===== src/sv/tps_pkg.sv =====
`default_nettype none

package tps_pkg;

    // Table size and priority range.
    localparam int SLOT_COUNT      = 4;
    localparam int PRIORITY_LEVELS = 3;

    localparam int SLOT_W   = $clog2(SLOT_COUNT);
    localparam int CNT_W    = $clog2(SLOT_COUNT + 1);
    localparam int PRIO_W   = $clog2(PRIORITY_LEVELS);
    localparam int ST_W     = 2;
    localparam int PRIO_MAX = PRIORITY_LEVELS - 1;

    typedef enum logic [2:0] {
        CMD_CREATE   = 3'd0,
        CMD_YIELD    = 3'd1,
        CMD_EXIT     = 3'd2,
        CMD_SET_PRIO = 3'd3,
        CMD_START    = 3'd4
    } t_cmd;

    typedef enum logic [ST_W-1:0] {
        ST_FREE     = 2'd0,
        ST_RUNNABLE = 2'd1,
        ST_RUNNING  = 2'd2
    } t_slot_st;

    typedef enum logic [1:0] {
        STS_OK         = 2'd0,
        STS_FULL       = 2'd1,
        STS_ALL_EXITED = 2'd2,
        STS_STARTED    = 2'd3
    } t_status;

    typedef enum logic [3:0] {
        S_IDLE,
        S_YLD_WR,
        S_EXIT_WR,
        S_SP_WR,
        S_SCAN,
        S_CREATE_WR,
        S_SCHED_WR,
        S_FIN,
        S_OUT
    } t_state;

    typedef enum logic {
        MODE_CREATE,
        MODE_SCHED
    } t_scan_mode;

    // Access to the slot table: one read address and one write address per cycle.
    typedef struct packed {
        logic [SLOT_W-1:0] rd_addr;
        logic [SLOT_W-1:0] wr_addr;
        logic              st_we;
        t_slot_st          st_wdata;
        logic              pr_we;
        logic [PRIO_W-1:0] pr_wdata;
    } t_tbl_req;

    // Registered read data of the slot table.
    typedef struct packed {
        t_slot_st          st;
        logic [PRIO_W-1:0] prio;
    } t_tbl_rsp;

    // One finished item from the controller.
    typedef struct packed {
        logic              valid;
        t_status           status;
        logic [SLOT_W-1:0] slot;
        logic [PRIO_W-1:0] cur_prio;
        logic [PRIO_W-1:0] prev_prio;
    } t_result;

    // Saturate a requested priority to the highest level.
    function automatic logic [PRIO_W-1:0] clamp_prio(input logic [1:0] p);
        logic [PRIO_W-1:0] r;
        if (32'(p) > PRIO_MAX) begin
            r = PRIO_W'(PRIO_MAX);
        end else begin
            r = PRIO_W'(p);
        end
        return r;
    endfunction

endpackage

`default_nettype wire


===== src/sv/tps_ram.sv =====
`default_nettype none

module tps_ram #(
    parameter int WIDTH = 2,
    parameter int DEPTH = 4
) (
    input  wire logic                     i_clk,
    input  wire logic                     i_we,
    input  wire logic [$clog2(DEPTH)-1:0] i_waddr,
    input  wire logic [WIDTH-1:0]         i_wdata,
    input  wire logic [$clog2(DEPTH)-1:0] i_raddr,
    output logic      [WIDTH-1:0]         o_rdata
);

    logic [WIDTH-1:0] r_mem [DEPTH];

    // One write port, one read port with registered data.
    always_ff @(posedge i_clk) begin
        if (i_we) begin
            r_mem[i_waddr] <= i_wdata;
        end
        o_rdata <= r_mem[i_raddr];
    end

endmodule

`default_nettype wire


===== src/sv/tps_slot_table.sv =====
`default_nettype none

module tps_slot_table
    import tps_pkg::*;
(
    input  wire logic     i_clk,
    input  wire logic     i_rst_n,
    input  wire t_tbl_req i_req,
    output t_tbl_rsp      o_rsp
);

    logic [SLOT_COUNT-1:0] r_st_vld;
    logic [SLOT_COUNT-1:0] r_pr_vld;
    logic                  r_st_rv;
    logic                  r_pr_rv;
    logic [ST_W-1:0]       st_q;
    logic [PRIO_W-1:0]     pr_q;

    // Slot state memory.
    tps_ram #(
        .WIDTH (ST_W),
        .DEPTH (SLOT_COUNT)
    ) u_st_ram (
        .i_clk   (i_clk),
        .i_we    (i_req.st_we),
        .i_waddr (i_req.wr_addr),
        .i_wdata (i_req.st_wdata),
        .i_raddr (i_req.rd_addr),
        .o_rdata (st_q)
    );

    // Slot priority memory.
    tps_ram #(
        .WIDTH (PRIO_W),
        .DEPTH (SLOT_COUNT)
    ) u_pr_ram (
        .i_clk   (i_clk),
        .i_we    (i_req.pr_we),
        .i_waddr (i_req.wr_addr),
        .i_wdata (i_req.pr_wdata),
        .i_raddr (i_req.rd_addr),
        .o_rdata (pr_q)
    );

    // Written-entry flags; an entry never written reads as free with priority zero.
    always_ff @(posedge i_clk) begin
        if (!i_rst_n) begin
            r_st_vld <= '0;
            r_pr_vld <= '0;
            r_st_rv  <= 1'b0;
            r_pr_rv  <= 1'b0;
        end else begin
            if (i_req.st_we) begin
                r_st_vld[i_req.wr_addr] <= 1'b1;
            end
            if (i_req.pr_we) begin
                r_pr_vld[i_req.wr_addr] <= 1'b1;
            end
            r_st_rv <= r_st_vld[i_req.rd_addr];
            r_pr_rv <= r_pr_vld[i_req.rd_addr];
        end
    end

    // Mask the read data with the flag sampled alongside the read.
    always_comb begin
        o_rsp.st   = r_st_rv ? t_slot_st'(st_q) : ST_FREE;
        o_rsp.prio = r_pr_rv ? pr_q : '0;
    end

endmodule

`default_nettype wire


===== src/sv/tps_ctrl.sv =====
`default_nettype none

module tps_ctrl
    import tps_pkg::*;
(
    input  wire logic       i_clk,
    input  wire logic       i_rst_n,
    input  wire logic       i_start,
    input  wire logic [2:0] i_command,
    input  wire logic [1:0] i_priority_req,
    output logic            o_busy,
    output t_tbl_req        o_req,
    input  wire t_tbl_rsp   i_rsp,
    output t_result         o_res
);

    t_state            r_state,   n_state;
    t_scan_mode        r_mode,    n_mode;
    t_status           r_status,  n_status;
    logic [PRIO_W-1:0] r_req,     n_req;
    logic [SLOT_W-1:0] r_running, n_running;
    logic [CNT_W-1:0]  r_live,    n_live;
    logic              r_started, n_started;
    logic [CNT_W-1:0]  r_cnt,     n_cnt;
    logic              r_found,   n_found;
    logic [PRIO_W-1:0] r_best,    n_best;
    logic [SLOT_W-1:0] r_hit,     n_hit;
    logic [PRIO_W-1:0] r_prev,    n_prev;
    logic              r_prev_set, n_prev_set;
    logic [SLOT_W-1:0] eval_idx;

    // State and bookkeeping registers.
    always_ff @(posedge i_clk) begin
        if (!i_rst_n) begin
            r_state    <= S_IDLE;
            r_running  <= '0;
            r_live     <= '0;
            r_started  <= 1'b0;
            r_cnt      <= '0;
            r_prev_set <= 1'b0;
        end else begin
            r_state    <= n_state;
            r_running  <= n_running;
            r_live     <= n_live;
            r_started  <= n_started;
            r_cnt      <= n_cnt;
            r_prev_set <= n_prev_set;
        end
    end

    always_ff @(posedge i_clk) begin
        r_mode   <= n_mode;
        r_status <= n_status;
        r_req    <= n_req;
        r_found  <= n_found;
        r_best   <= n_best;
        r_hit    <= n_hit;
        r_prev   <= n_prev;
    end

    assign o_busy   = (r_state != S_IDLE);
    assign eval_idx = SLOT_W'(r_cnt - 1'b1);

    // Next state, table accesses and result.
    always_comb begin
        n_state    = r_state;
        n_mode     = r_mode;
        n_status   = r_status;
        n_req      = r_req;
        n_running  = r_running;
        n_live     = r_live;
        n_started  = r_started;
        n_cnt      = r_cnt;
        n_found    = r_found;
        n_best     = r_best;
        n_hit      = r_hit;
        n_prev     = r_prev;
        n_prev_set = r_prev_set;

        o_req.rd_addr  = r_running;
        o_req.wr_addr  = r_running;
        o_req.st_we    = 1'b0;
        o_req.st_wdata = ST_FREE;
        o_req.pr_we    = 1'b0;
        o_req.pr_wdata = '0;

        o_res.valid     = 1'b0;
        o_res.status    = r_status;
        o_res.slot      = r_running;
        o_res.cur_prio  = i_rsp.prio;
        o_res.prev_prio = r_prev_set ? r_prev : i_rsp.prio;

        unique case (r_state)
            S_IDLE: begin
                // The read of the running slot issued here serves yield and set priority.
                if (i_start) begin
                    n_req      = clamp_prio(i_priority_req);
                    n_status   = STS_OK;
                    n_prev_set = 1'b0;
                    n_cnt      = '0;
                    n_found    = 1'b0;
                    n_best     = '0;
                    n_hit      = '0;
                    n_mode     = MODE_SCHED;
                    unique case (t_cmd'(i_command))
                        CMD_CREATE: begin
                            n_mode  = MODE_CREATE;
                            n_state = S_SCAN;
                        end
                        CMD_YIELD:    n_state = S_YLD_WR;
                        CMD_EXIT:     n_state = S_EXIT_WR;
                        CMD_SET_PRIO: n_state = S_SP_WR;
                        CMD_START: begin
                            if (r_started) begin
                                n_status = STS_STARTED;
                                n_state  = S_FIN;
                            end else begin
                                n_started = 1'b1;
                                n_state   = S_SCAN;
                            end
                        end
                        default:      n_state = S_FIN;
                    endcase
                end
            end

            S_YLD_WR: begin
                // A free running slot stays free.
                if (i_rsp.st != ST_FREE) begin
                    o_req.st_we    = 1'b1;
                    o_req.st_wdata = ST_RUNNABLE;
                end
                n_state = S_SCAN;
            end

            S_EXIT_WR: begin
                o_req.st_we    = 1'b1;
                o_req.st_wdata = ST_FREE;
                o_req.pr_we    = 1'b1;
                o_req.pr_wdata = '0;
                n_live         = (r_live != '0) ? r_live - 1'b1 : '0;
                if (n_live == '0) begin
                    n_status = STS_ALL_EXITED;
                    n_state  = S_FIN;
                end else begin
                    n_state = S_SCAN;
                end
            end

            S_SP_WR: begin
                n_prev         = i_rsp.prio;
                n_prev_set     = 1'b1;
                o_req.pr_we    = 1'b1;
                o_req.pr_wdata = r_req;
                n_state        = S_FIN;
            end

            S_SCAN: begin
                // Issue one read per cycle and judge the slot read the cycle before.
                o_req.rd_addr = r_cnt[SLOT_W-1:0];
                if (r_cnt != '0) begin
                    if (r_mode == MODE_CREATE) begin
                        if (!r_found && i_rsp.st == ST_FREE) begin
                            n_found = 1'b1;
                            n_hit   = eval_idx;
                        end
                    end else begin
                        if (i_rsp.st == ST_RUNNABLE && (!r_found || i_rsp.prio > r_best)) begin
                            n_found = 1'b1;
                            n_best  = i_rsp.prio;
                            n_hit   = eval_idx;
                        end
                    end
                end
                if (r_cnt == CNT_W'(SLOT_COUNT)) begin
                    n_state = (r_mode == MODE_CREATE) ? S_CREATE_WR : S_SCHED_WR;
                end else begin
                    n_cnt = r_cnt + 1'b1;
                end
            end

            S_CREATE_WR: begin
                o_req.wr_addr  = r_hit;
                o_req.st_wdata = ST_RUNNABLE;
                o_req.pr_wdata = r_req;
                if (r_found) begin
                    o_req.st_we = 1'b1;
                    o_req.pr_we = 1'b1;
                    n_live      = r_live + 1'b1;
                end else begin
                    n_status = STS_FULL;
                end
                n_state = S_FIN;
            end

            S_SCHED_WR: begin
                // With nothing runnable the pick stays at slot zero.
                o_req.wr_addr  = r_hit;
                o_req.st_we    = 1'b1;
                o_req.st_wdata = ST_RUNNING;
                n_running      = r_hit;
                n_state        = S_FIN;
            end

            S_FIN: begin
                // Read back the running slot's priority after all writes.
                n_state = S_OUT;
            end

            S_OUT: begin
                o_res.valid = 1'b1;
                n_state     = S_IDLE;
            end

            default: n_state = S_IDLE;
        endcase
    end

    // An accepted item always makes the controller busy.
    a_accept_busy: assert property (@(posedge i_clk) disable iff (!i_rst_n)
        (i_start && !o_busy) |=> o_busy)
        else $error("accepted item did not raise busy");

    // The live count never exceeds the number of slots.
    a_live_range: assert property (@(posedge i_clk) disable iff (!i_rst_n)
        r_live <= CNT_W'(SLOT_COUNT))
        else $error("live count out of range");

    // The scan counter stops at the slot count.
    a_scan_range: assert property (@(posedge i_clk) disable iff (!i_rst_n)
        r_cnt <= CNT_W'(SLOT_COUNT))
        else $error("scan counter overran the table");

    // Scheduling moves the running slot to the pick.
    a_sched_pick: assert property (@(posedge i_clk) disable iff (!i_rst_n)
        (r_state == S_SCHED_WR) |=> (r_running == $past(r_hit)))
        else $error("running slot does not follow the scheduler pick");

endmodule

`default_nettype wire


===== src/sv/thread_priority_scheduler_top.sv =====
// Static-priority thread slot scheduler.
// Command channel: an item (i_command, i_priority_req) is taken at a rising
// edge where start is high and busy is low. busy stays high while the item
// is worked on; the block handles one item at a time.
// Result channel: o_done is high for exactly one cycle, in the cycle in which
// busy falls, with o_status, o_current_slot, o_current_priority and
// o_previous_priority valid in that cycle. The receiver cannot stall; a new
// start may be given in that same cycle.
// Set priority, start when already started, exit of the last thread and
// unknown commands skip the slot scan; create and the first start scan the
// table; yield and exit with threads left write the running slot, then scan.
// The next item can be taken at the edge that ends the o_done cycle. The
// scan reads the slot table one slot per cycle, with registered read data.
// Reset (i_rst_n low, synchronous) frees every slot, clears all priorities,
// the live count and the started flag, and sets the running slot to zero.
// No clearing pass is needed: per-slot written flags mask unwritten entries.
`default_nettype none

module thread_priority_scheduler_top
    import tps_pkg::*;
(
    input  wire logic       i_clk,
    input  wire logic       i_rst_n,
    input  wire logic       start,
    input  wire logic [2:0] i_command,
    input  wire logic [1:0] i_priority_req,
    output logic            busy,
    output logic            o_done,
    output logic [1:0]      o_status,
    output logic [1:0]      o_current_slot,
    output logic [1:0]      o_current_priority,
    output logic [1:0]      o_previous_priority
);

    t_tbl_req tbl_req;
    t_tbl_rsp tbl_rsp;
    t_result  res;

    tps_slot_table u_table (
        .i_clk   (i_clk),
        .i_rst_n (i_rst_n),
        .i_req   (tbl_req),
        .o_rsp   (tbl_rsp)
    );

    tps_ctrl u_ctrl (
        .i_clk          (i_clk),
        .i_rst_n        (i_rst_n),
        .i_start        (start),
        .i_command      (i_command),
        .i_priority_req (i_priority_req),
        .o_busy         (busy),
        .o_req          (tbl_req),
        .i_rsp          (tbl_rsp),
        .o_res          (res)
    );

    // Output register: result fields and the one-cycle strobe.
    always_ff @(posedge i_clk) begin
        if (!i_rst_n) begin
            o_done <= 1'b0;
        end else begin
            o_done <= res.valid;
        end
    end

    always_ff @(posedge i_clk) begin
        if (res.valid) begin
            o_status            <= res.status;
            o_current_slot      <= 2'(res.slot);
            o_current_priority  <= 2'(res.cur_prio);
            o_previous_priority <= 2'(res.prev_prio);
        end
    end

    // A result strobe is never held high: each o_done is followed by a low o_done.
    a_done_pulse: assert property (@(posedge i_clk) disable iff (!i_rst_n)
        o_done |=> !o_done)
        else $error("result strobe held for more than one cycle");

endmodule

`default_nettype wire

===== config.mk =====
export PLATFORM = sky130hd
export DESIGN_NAME = thread_priority_scheduler_top
export DESIGN_NICKNAME = d
export VERILOG_FILES = /design/src/sv/tps_pkg.sv /design/src/sv/tps_ram.sv /design/src/sv/tps_slot_table.sv /design/src/sv/tps_ctrl.sv /design/src/sv/thread_priority_scheduler_top.sv
export SDC_FILE = /design/constraint.sdc
export NUM_CORES = 1
export LEC_CHECK = 0
export ABC_AREA = 1
export BUFFER_PORTS_ARGS = -buffer_cell sky130_fd_sc_hd__buf_2
export CAP_MARGIN = 20
export CORE_MARGIN = 4
export CORE_UTILIZATION = 60
export CTS_CLUSTER_DIAMETER = 200
export DETAILED_ROUTE_END_ITERATION = 12
export PLACE_DENSITY = 0.86
export SLEW_MARGIN = 40
export SYNTH_ARGS = -nofsm -noshare
export SYNTH_HDL_FRONTEND = slang
export SYNTH_SLANG_ARGS = --single-unit

===== constraint.sdc =====
create_clock -name i_clk -period 1.87 [get_ports i_clk]
set_clock_uncertainty 0.05 [all_clocks]
set_input_delay 0.0935 -clock i_clk [delete_from_list [all_inputs] [get_ports i_clk]]
set_output_delay 0.0935 -clock i_clk [all_outputs]
set_load 0.01 [all_outputs]

==> reports/results.ini <==
[sta]
hold_violations=0
max_slew_margin_pct=51.94
setup_violations=0
clock.fmax_mhz=569.9
tightest_slew_ns=0.7202
period_minus_slack_ns=1.755
finalCritPeriodShare_pct=93.83
drv_slew=0

[placed_design]
place_hpwl_mm=4.141
portBuffers=17
dp.cells=415
place.gp.congestion=0.8647

[clock_tree]
clk_pin_slew_ns=0.07
cts_inserted_buffers=9
cts_root_buffer=clkbuf_8
clk-insertion-delay-late_ns=0.33
cts_tree=built
clock_path_buffers=2
cts_htree_levels=3
clock-sinks=65

[power_and_ir_drop]
power_switching_w=0.001861
p_leak_nw=1.523
power.share.switching_pct=37.11
p_comb_share_pct=36.0
pwr-share-seq_pct=41.2
vdd_drop_max_uv=871.3
power_density_nw_per_um2=1482
p_int_w=0.003154
clockPowerShare_pct=22.9
total_power_w=0.005014

[setup_path]
arrival_ns=1.75
required_ns=1.87
cp-end-kind=flop
worstPathCellList=inv_1, nor2_1, nand2_2, nand2_1, nand2_1, nand2_2, nand3_1, inv_1
slowest_stage=dfxtp_1
cp_max_fo=7
critPathLaunchType=flop
path_class=reg -> reg
slowest_delay_ns=0.42

[logic_synthesis]
synth_area_per_cell_um2=8.930
yosysMostFrequentCell=nand2_1
synth_largest_area_cell=edfxtp_1
synthArstFlopShare_pct=0
ys_ff_latch=65
netlist_instances=328
netlist-cell-type-count=29
synth_nets=344
synthesis.area_um2=2929
netlist_top_cells_count=66 x nand2_1, 55 x inv_1, 36 x edfxtp_1, 29 x dfxtp_1, 29 x nor2_1
synthTopCellsByArea=edfxtp_1 37%, dfxtp_1 20%, nand2_1 8.5%, inv_1 7.0%, nand3_1 3.9%
yosysSeqAreaShare_pct=56.73
synth_ff_type=edfxtp_1
synth_top_cell_area_share_pct=36.91
synth_edf_count=36
yosys_warnings=0

[layout]
nNetsFinal=378
seq_area_um2=1664
syn2layout_area_growth_pct=15.55
multi_input_area_um2=1049
layout.cells.non_filler=434
fill_cells=344
layout-drive-gt1-share_pct=17.17
antennaDiodeCount=0

[route]
wl_per_cell_um=13.38
drt_iter0_drc=183
vias=2296
firstDrtPassIters=4
antenna_left=0
drc_errors=0
routed_wl_mm=5.807
viasPerCell=5.290

[die]
dieArea_um2=6064
die_x_um=77.87
core_um2=4723
start_util_pct=62.01
rows=25
ioPinCount=18
die_h_um=77.87

[global_route]
grtUsageTotal_pct=21.13
grt_max_degree=22
antenna_found_initial=0
grt_pass1_wl_mm=9.977
grt_overflow_total=0
grt_pass1_vias=2251

[run_status]
status=finished, final reports clean

[min_path]
min_path_type=in -> reg

[flow_run]
cap_violations=0

## worst max-delay path, delay by kind of cell (launching register included)
family                 cells  cell delay (ns)
and+or+nand+nor            6             0.80
buffers and inverters      2             0.19
DFF                        1             0.42
## power by group through the flow
stage | clock, W | combinational (W) | sequential (W)
6_report | 0.00115 | 0.00180 | 0.00207
5_1_grt | 0.00123 | 0.00205 | 0.00209
4_1_cts | 0.00116 | 0.00169 | 0.00205
3_5_place_dp | 0 | 0.00167 | 0.00208
3_3_place_gp | 0 | 0.00161 | 0.00207
2_1_floorplan | 0 | 0.00127 | 0.00204
## repair_timing
action                                  in CTS  in global routing
gates resized for setup                      0                 11
buffers inserted                             0                  0
hold buffers                                 3                  0
endpoints found under the hold margin        3                  0
endpoints found under the setup margin       0                 19
## layout by cell type, fill, tap and decap left out, drive strengths merged, types with 12 or more instances in the layout
master	netlist	layout
nand3	23	23
buf	2	25
dfxtp	29	29
clkbuf	3	12
nor2	33	33
inv	57	56
nand2	73	73
a21oi	19	19
edfxtp	36	36
o21ai	27	27
## sequential cells by signal, indices dropped and copies added (netlist names), 3 cells and up
signal	count
u_table.u_pr_ram.r_mem	8
u_table.u_st_ram.r_mem	8
u_table.r_st_vld	4
u_table.r_pr_vld	4
u_ctrl.r_cnt	3
u_ctrl.r_live	3
u_ctrl.r_state	4
## cells by family (layout without fill, tap and decap cells)
kind of cell	count (synthesis)	after routing	synth area share [%]
DFF	65	65	56.73
AOI/OAI and AO/OA	54	54	9.868
adders and majority gates	8	8	3.417
and+or+nand+nor	137	137	20.76
buffers and inverters	62	101	8.629
xor gates and xnor gates	2	2	0.5981
## layer usage
metal / up-vias / track usage, % / wire [µm]
met5: - / 0 / 0
met1: 1046 / 25.98 / 2483
met4: 0 / 11.03 / 169
met3: 19 / 4.524 / 347
li1: 1138 / - / -
met2: 93 / 34.76 / 2807
## per-stage QoR
step / util [%] / hold slack (ns) / setup slack, ns / area, µm² / setup TNS [ns]
after CTS: 70.81 / 0.002466 / 0.01006 / 3344 / 0
after floorplan: - / 0.1792 / 0.1582 / 2929 / 0
after global routing: 71.66 / 0.04767 / -0.004210 / 3385 / -0.004210
final: 71.66 / 0.01683 / 0.1153 / 3385 / 0
after detailed placement: 66.15 / 0.2390 / 0.06379 / 3124 / 0
after global placement: 66.15 / 0.2353 / 0.1715 / 3124 / 0
## cell type report
cell class,instances,share of cell area (%)
Timing Repair Buffer,28,5.176
Clock buffer,12,4.288
Tap cell,67,2.477
Clock inverter,4,1.331
Inverter,57,6.580
Multi-Input combinational cell,201,30.98
Sequential cell,65,49.17
## worst paths after layout
kind,slack [ns],start,cells past startpoint,to
max,0.12,u_ctrl.r_state[1],8,u_table.u_pr_ram.r_mem[1][1]
min,0.02,i_command[2],3,u_ctrl.r_started
max reg2reg,0.12,u_ctrl.r_state[1],8,u_table.u_pr_ram.r_mem[1][1]
min reg2reg,0.38,u_ctrl.r_status[1],0,o_status[1]
(Power assumes the default switching activity.)
